<file path="src/rtl/ooi_pkg.sv">
// ----------------------------------------------------------------------------
// ooi_pkg
// shared types, constants and tables of the omni odometry integrator
// ----------------------------------------------------------------------------
package ooi_pkg;

    localparam int WHEELS  = 3;
    localparam int WHEEL_W = 2;
    localparam int ITER_W  = 5;
    localparam int ANG_W   = 27;
    localparam int VEC_W   = 34;

    localparam logic signed [ANG_W-1:0] HALF_TURN    = 27'sd11796480;
    localparam logic signed [ANG_W-1:0] FULL_TURN    = 27'sd23592960;
    localparam logic signed [ANG_W-1:0] QUARTER_TURN = 27'sd5898240;
    localparam logic signed [VEC_W-1:0] CORDIC_START = 34'sd652032874;

    localparam logic OP_INTEGRATE = 1'b0;
    localparam logic OP_LOAD      = 1'b1;

    localparam logic [2:0] REG_WHEEL_A = 3'd0;
    localparam logic [2:0] REG_WHEEL_B = 3'd1;
    localparam logic [2:0] REG_WHEEL_C = 3'd2;
    localparam logic [2:0] REG_SCALE   = 3'd3;
    localparam logic [2:0] REG_GAIN    = 3'd4;

    typedef struct packed {
        logic               capture;
        logic               angle;
        logic               reduce;
        logic               fold;
        logic               rot;
        logic               round;
        logic               mac;
        logic               scale;
        logic               divide;
        logic               recip;
        logic               update;
        logic               load;
        logic               present;
        logic [ITER_W-1:0]  iter;
        logic [WHEEL_W-1:0] wheel;
    } cmd_t;

    typedef struct packed {
        logic in_range;
    } status_t;

    // arctangent of 2^-i in units of 2^-16 degree
    function automatic logic signed [ANG_W-1:0] atan_step(input logic [ITER_W-1:0] i);
        logic signed [ANG_W-1:0] a;
        case (i)
            5'd0:  a = 27'sd2949120;
            5'd1:  a = 27'sd1740967;
            5'd2:  a = 27'sd919879;
            5'd3:  a = 27'sd466945;
            5'd4:  a = 27'sd234379;
            5'd5:  a = 27'sd117304;
            5'd6:  a = 27'sd58666;
            5'd7:  a = 27'sd29335;
            5'd8:  a = 27'sd14668;
            5'd9:  a = 27'sd7334;
            5'd10: a = 27'sd3667;
            5'd11: a = 27'sd1833;
            5'd12: a = 27'sd917;
            5'd13: a = 27'sd458;
            5'd14: a = 27'sd229;
            5'd15: a = 27'sd115;
            5'd16: a = 27'sd57;
            5'd17: a = 27'sd29;
            5'd18: a = 27'sd14;
            5'd19: a = 27'sd7;
            5'd20: a = 27'sd4;
            5'd21: a = 27'sd2;
            5'd22: a = 27'sd1;
            default: a = 27'sd0;
        endcase
        return a;
    endfunction

endpackage

</file>
<file path="src/rtl/ooi_ctrl.sv">
// ----------------------------------------------------------------------------
// ooi_ctrl
// sequencer for angle reduction, cordic, accumulation, pose update and pose load
// ----------------------------------------------------------------------------
module ooi_ctrl #(
    parameter int TRIG_ITERATIONS = 16
) (
    input  logic             clk,
    input  logic             rst_n,
    input  logic             in_valid,
    input  logic             in_op,
    output logic             in_ready,
    output logic             out_valid,
    input  logic             out_ready,
    input  ooi_pkg::status_t status,
    output ooi_pkg::cmd_t    cmd
);
    import ooi_pkg::*;

    localparam logic [3:0] S_IDLE    = 4'd0;
    localparam logic [3:0] S_ANGLE   = 4'd1;
    localparam logic [3:0] S_REDUCE  = 4'd2;
    localparam logic [3:0] S_FOLD    = 4'd3;
    localparam logic [3:0] S_ROT     = 4'd4;
    localparam logic [3:0] S_ROUND   = 4'd5;
    localparam logic [3:0] S_MAC     = 4'd6;
    localparam logic [3:0] S_SCALE   = 4'd7;
    localparam logic [3:0] S_DIVIDE  = 4'd8;
    localparam logic [3:0] S_RECIP   = 4'd9;
    localparam logic [3:0] S_UPDATE  = 4'd10;
    localparam logic [3:0] S_LOAD    = 4'd11;
    localparam logic [3:0] S_PRESENT = 4'd12;

    localparam logic [ITER_W-1:0]  LAST_ITER  = ITER_W'(TRIG_ITERATIONS - 1);
    localparam logic [WHEEL_W-1:0] LAST_WHEEL = WHEEL_W'(WHEELS - 1);

    logic [3:0]         state_reg, state_next;
    logic [ITER_W-1:0]  iter_reg, iter_next;
    logic [WHEEL_W-1:0] wheel_reg, wheel_next;
    logic               out_valid_reg, out_valid_next;

    assign in_ready  = (state_reg == S_IDLE);
    assign out_valid = out_valid_reg;

    always_comb
    begin
        state_next     = state_reg;
        iter_next      = iter_reg;
        wheel_next     = wheel_reg;
        out_valid_next = out_valid_reg;
        cmd            = '0;
        cmd.iter       = iter_reg;
        cmd.wheel      = wheel_reg;
        if (out_valid_reg && out_ready)
        begin
            out_valid_next = 1'b0;
        end
        unique case (state_reg)
            S_IDLE:
            begin
                if (in_valid)
                begin
                    cmd.capture = 1'b1;
                    wheel_next  = '0;
                    state_next  = (in_op == OP_LOAD) ? S_LOAD : S_ANGLE;
                end
            end
            S_ANGLE:
            begin
                cmd.angle  = 1'b1;
                state_next = S_REDUCE;
            end
            S_REDUCE:
            begin
                if (status.in_range)
                begin
                    state_next = S_FOLD;
                end
                else
                begin
                    cmd.reduce = 1'b1;
                end
            end
            S_FOLD:
            begin
                cmd.fold   = 1'b1;
                iter_next  = '0;
                state_next = S_ROT;
            end
            S_ROT:
            begin
                cmd.rot = 1'b1;
                if (iter_reg == LAST_ITER)
                begin
                    state_next = S_ROUND;
                end
                else
                begin
                    iter_next = iter_reg + 1'b1;
                end
            end
            S_ROUND:
            begin
                cmd.round  = 1'b1;
                state_next = S_MAC;
            end
            S_MAC:
            begin
                cmd.mac = 1'b1;
                if (wheel_reg == LAST_WHEEL)
                begin
                    state_next = S_SCALE;
                end
                else
                begin
                    wheel_next = wheel_reg + 1'b1;
                    state_next = S_ANGLE;
                end
            end
            S_SCALE:
            begin
                cmd.scale  = 1'b1;
                state_next = S_DIVIDE;
            end
            S_DIVIDE:
            begin
                cmd.divide = 1'b1;
                state_next = S_RECIP;
            end
            S_RECIP:
            begin
                cmd.recip  = 1'b1;
                state_next = S_UPDATE;
            end
            S_UPDATE:
            begin
                cmd.update = 1'b1;
                state_next = S_PRESENT;
            end
            S_LOAD:
            begin
                cmd.load   = 1'b1;
                state_next = S_PRESENT;
            end
            S_PRESENT:
            begin
                if (!out_valid_reg || out_ready)
                begin
                    cmd.present    = 1'b1;
                    out_valid_next = 1'b1;
                    state_next     = S_IDLE;
                end
            end
            default:
            begin
                state_next = S_IDLE;
            end
        endcase
    end

    always_ff @(posedge clk or negedge rst_n)
    begin
        if (!rst_n)
        begin
            state_reg     <= S_IDLE;
            iter_reg      <= '0;
            wheel_reg     <= '0;
            out_valid_reg <= 1'b0;
        end
        else
        begin
            state_reg     <= state_next;
            iter_reg      <= iter_next;
            wheel_reg     <= wheel_next;
            out_valid_reg <= out_valid_next;
        end
    end

endmodule

</file>
<file path="config.mk">
export PLATFORM = sky130hd
export DESIGN_NAME = ooi_ctrl
export DESIGN_NICKNAME = d
export VERILOG_FILES = /design/src/rtl/ooi_pkg.sv /design/src/rtl/ooi_ctrl.sv
export SDC_FILE = /design/constraint.sdc
export NUM_CORES = 1
export LEC_CHECK = 0
export ABC_AREA = 1
export BUFFER_PORTS_ARGS = -buffer_cell sky130_fd_sc_hd__buf_4
export CORE_UTILIZATION = 52
export CTS_BUF_LIST = sky130_fd_sc_hd__clkbuf_16
export DETAILED_ROUTE_END_ITERATION = 8
export PLACE_DENSITY = 0.83
export SLEW_MARGIN = 20
export SYNTH_ARGS = -nofsm -noshare
export SYNTH_HDL_FRONTEND = slang
export SYNTH_SLANG_ARGS = --single-unit
</file>
<file path="constraint.sdc">
create_clock -name clk -period 2.2 [get_ports clk]
set_input_delay 0.22 -clock clk [delete_from_list [all_inputs] [get_ports clk]]
set_output_delay 0.22 -clock clk [all_outputs]
set_load 0.01 [all_outputs]
</file>
==> summary.txt <==
Outcome
  – Status: finished clean

Critical path
  – Reg2reg start: iter_reg[0]$_DFFE_PN0P_
  – Setup slack, reg-to-reg: 0.57 ns
  – Crit path to: cmd[19]
  – Crit Reg-Reg Endpoint: state_reg[3]$_DFFE_PN0P_
  – Critical path origin: state_reg[3]$_DFFE_PN0P_
  – CP Buf/Inv Count: 1
  – Reg2Reg Depth: 9
  – Crit path max-delay family: simple AND/OR/NAND/NOR gates
  – Stages on worst setup path: 4
  – Cell Chain, Critical Path: nor2_2 > nand2_1 > nor2_1 > buf_4
  – CP max stage cell: dfrtp_1
  – Startpoint Class: flop
  – Arr. time, crit path: 1.41 ns
  – Nature of the critical path endpoint: output pin
  – Slowest cell delay on critical path: 0.47 ns
  – Required time of the worst setup path: between 1.5 and 2 ns
  – Crit Path Class: flop to output pin
  – CP Max Fanout: 6

Synth
  – Post-synthesis sequential area ratio: 37.21%
  – Yosys top cell area share: 37.21%
  – Avg Inst Size Synth: 6.725 um^2
  – Synth Register Bits: 12
  – Main area contributors after synthesis: dfrtp_1 37%, nand2_1 14%, nor2_1 10%
  – Unique cell type count in the Yosys netlist: 20
  – Mapped cell area: approximately 810 um^2
  – Synth area leader: dfrtp_1
  – Synth Instances: 120
  – Net Count, Synth: 129
  – YS warnings: 0

Global route
  – Pin count of the biggest net entering global routing: 13
  – Initial antenna violation count: 0
  – Global-route wire length before repair: 2953 um
  – Overflow after GRT: 0
  – Gr usage total: 27.75%
  – Vias in the first global route: 683

Die
  – Initial Util: 59.07%
  – Die width: 41.40 um
  – Ports: 28
  – Core Box Area: 1366 um^2
  – Die ar.: 1714 um^2
  – Die Y: approximately 41 um
  – Rows: 13

Route
  – Antenna-violating nets left: 0
  – Routed len/inst: 11.72 um
  – TritonRoute pass-1 iters: 4
  – Routed WL: 1958 um
  – Post-DR vias/cell: 4.964
  – Routed vias: a little over 800
  – Drt first-iter violations: 6
  – Final routed DRC violation total: 0

Power
  – Switching fraction of total power: 43.44%
  – P_leak: a little under 0.7 nW
  – Net Switching: ~650 uW
  – Pwr dens: 1342 nW/um^2
  – Reg power frac: 26.5%
  – Peak supply drop: 0.8415 mV
  – Int Power: 848.0 uW
  – Logic pwr share: about half
  – Clock power frac: 22.2%

Final layout
  – Most frequent cells in the layout: 31 x nand2_1, 27 x buf_4, 22 x nor2_1
  – Fillers: 102
  – Commonest non-fill, non-tap cell in the layout: nand2_1
  – Footprint of the multi-input gates: 420.4 um^2
  – FF/Latch Area: ~300 um^2
  – Number of flip-flops in the largest register: 5
  – Post-route cell area: 1117 um^2
  – Core Util, Final: 81.78%
  – Nets@finish: 162
  – Area delta synth->final: 38.45%
  – Antenna Cells: 0
  – Share of cells above drive strength 1: 26.97%

Clocking
  – Max clock buf depth: 2
  – Num CTS Buffers: 3
  – CTS tree: done
  – Clock sinks: 12
  – Clock Latency Late Sink: 0.24 ns
  – Htree depth: 1
  – Worst-path clk slew: 0.04 ns
  – CTS root buf: clkbuf_16

Timing
  – F_max: between 600 and 700 MHz
  – Final Max Tran Viols: 0
  – Setup TNS: 0 ns
  – Setup WS post-layout: around 0.57 ns
  – RSZ-0062 raised after global routing: no
  – Tcrit/Tclk final: about three quarters
  – Fin crit period: 1.632 ns
  – Headroom to the max-slew limit: between 80% and 90%
  – Hold Vio Cnt, Final: 0
  – Clk_skew: between 0.001 and 0.0015 ns
  – Worst Tran Pin Value: around 0.29 ns
  – Final setup fails: 0

Place
  – Port Buf Inserts: 27
  – Post-DP HPWL: about 1500 um
  – Area after DPL: between 1000 and 1500 um^2
  – Post-Place Worst Slack: 0.6244 ns
  – GPL Wtd Cong: just under 0.8

Min path
  – Worst hold path class: input pin to flop

Job
  – Max cap viols: 0
## power by group through the flow
stage	logic [mW]	registers, mW	clock network (mW)
floorplan	0.472	0.403	0
global placement	0.737	0.392	0
global route	0.871	0.409	0.349
CTS	0.774	0.396	0.338
detailed placement	0.751	0.399	0
finish	0.768	0.398	0.333
## stage by stage
step	hold WS (ns)	power, mW	std cells
after floorplan	-0.07559	0.8758	120
after global placement	0.06691	1.129	162
after detailed placement	0.07064	1.150	162
after CTS	0.2098	1.507	167
after global routing	0.2129	1.629	167
final	0.2197	1.499	167
## Yosys cell counts
cell type	instances
nand2_1	31
nor2_1	22
nor2_2	3
nand3_1	8
o21ai_1	2
o21bai_1	2
dfrtp_1	12
a21oi_1	1
nor2_4	1
or2_2	1
inv_2	3
o21ai_0	3
nor3_1	2
nand2_2	2
nand3b_1	1
o22ai_1	1
nand4_1	1
nand3b_4	1
inv_1	20
ha_1	3
## worst min path at each step
stage | from | endpoint | slack (ns) | cells past startpoint
after CTS | out_ready | out_valid$_DFF_PN0_ | 0.21 | 2
after global routing | out_ready | out_valid$_DFF_PN0_ | 0.21 | 2
after detailed placement | rst_n | iter_reg[1]$_DFFE_PN0P_ | 0.07 | 1
after global placement | rst_n | iter_reg[4]$_DFFE_PN0P_ | 0.07 | 1
after floorplan | rst_n | iter_reg[0]$_DFFE_PN0P_ | -0.08 | 0
final | out_ready | out_valid$_DFF_PN0_ | 0.22 | 2
## per-layer routing
layer | part of all wire [%] | up-vias | global-route usage [%]
met5 | 0 | - | 0
met2 | 49 | 23 | 48.83
li1 | - | 431 | -
met1 | 46 | 371 | 31.21
met4 | 1.2 | 0 | 12.10
met3 | 4.4 | 4 | 7.447
## cell type report
class	count	area share, %
clock buffer	3	6.719
clock inverter	1	0.3359
inverter	23	7.727
multi-input combinational	85	37.63
sequential	12	26.88
tap	15	1.680
timing repair buffer	28	19.04
## cell families after synthesis
kind of cell,Yosys count,share of synthesized area [%]
fa+ha+maj,3,4.652
flops,12,37.21
compound gates,9,6.355
buf+inv,23,10.70
simple gates,73,41.09
## what timing repair did
| item | CTS | global route |
|---|---|---|
| resized for setup | 0 | 0 |
| hold buffers | 1 | 0 |
| setup endpoints to repair | 0 | 0 |
| endpoints found under the hold margin | 12 | 0 |
| buffers inserted | 0 | 0 |
(Power assumes the default switching activity.)
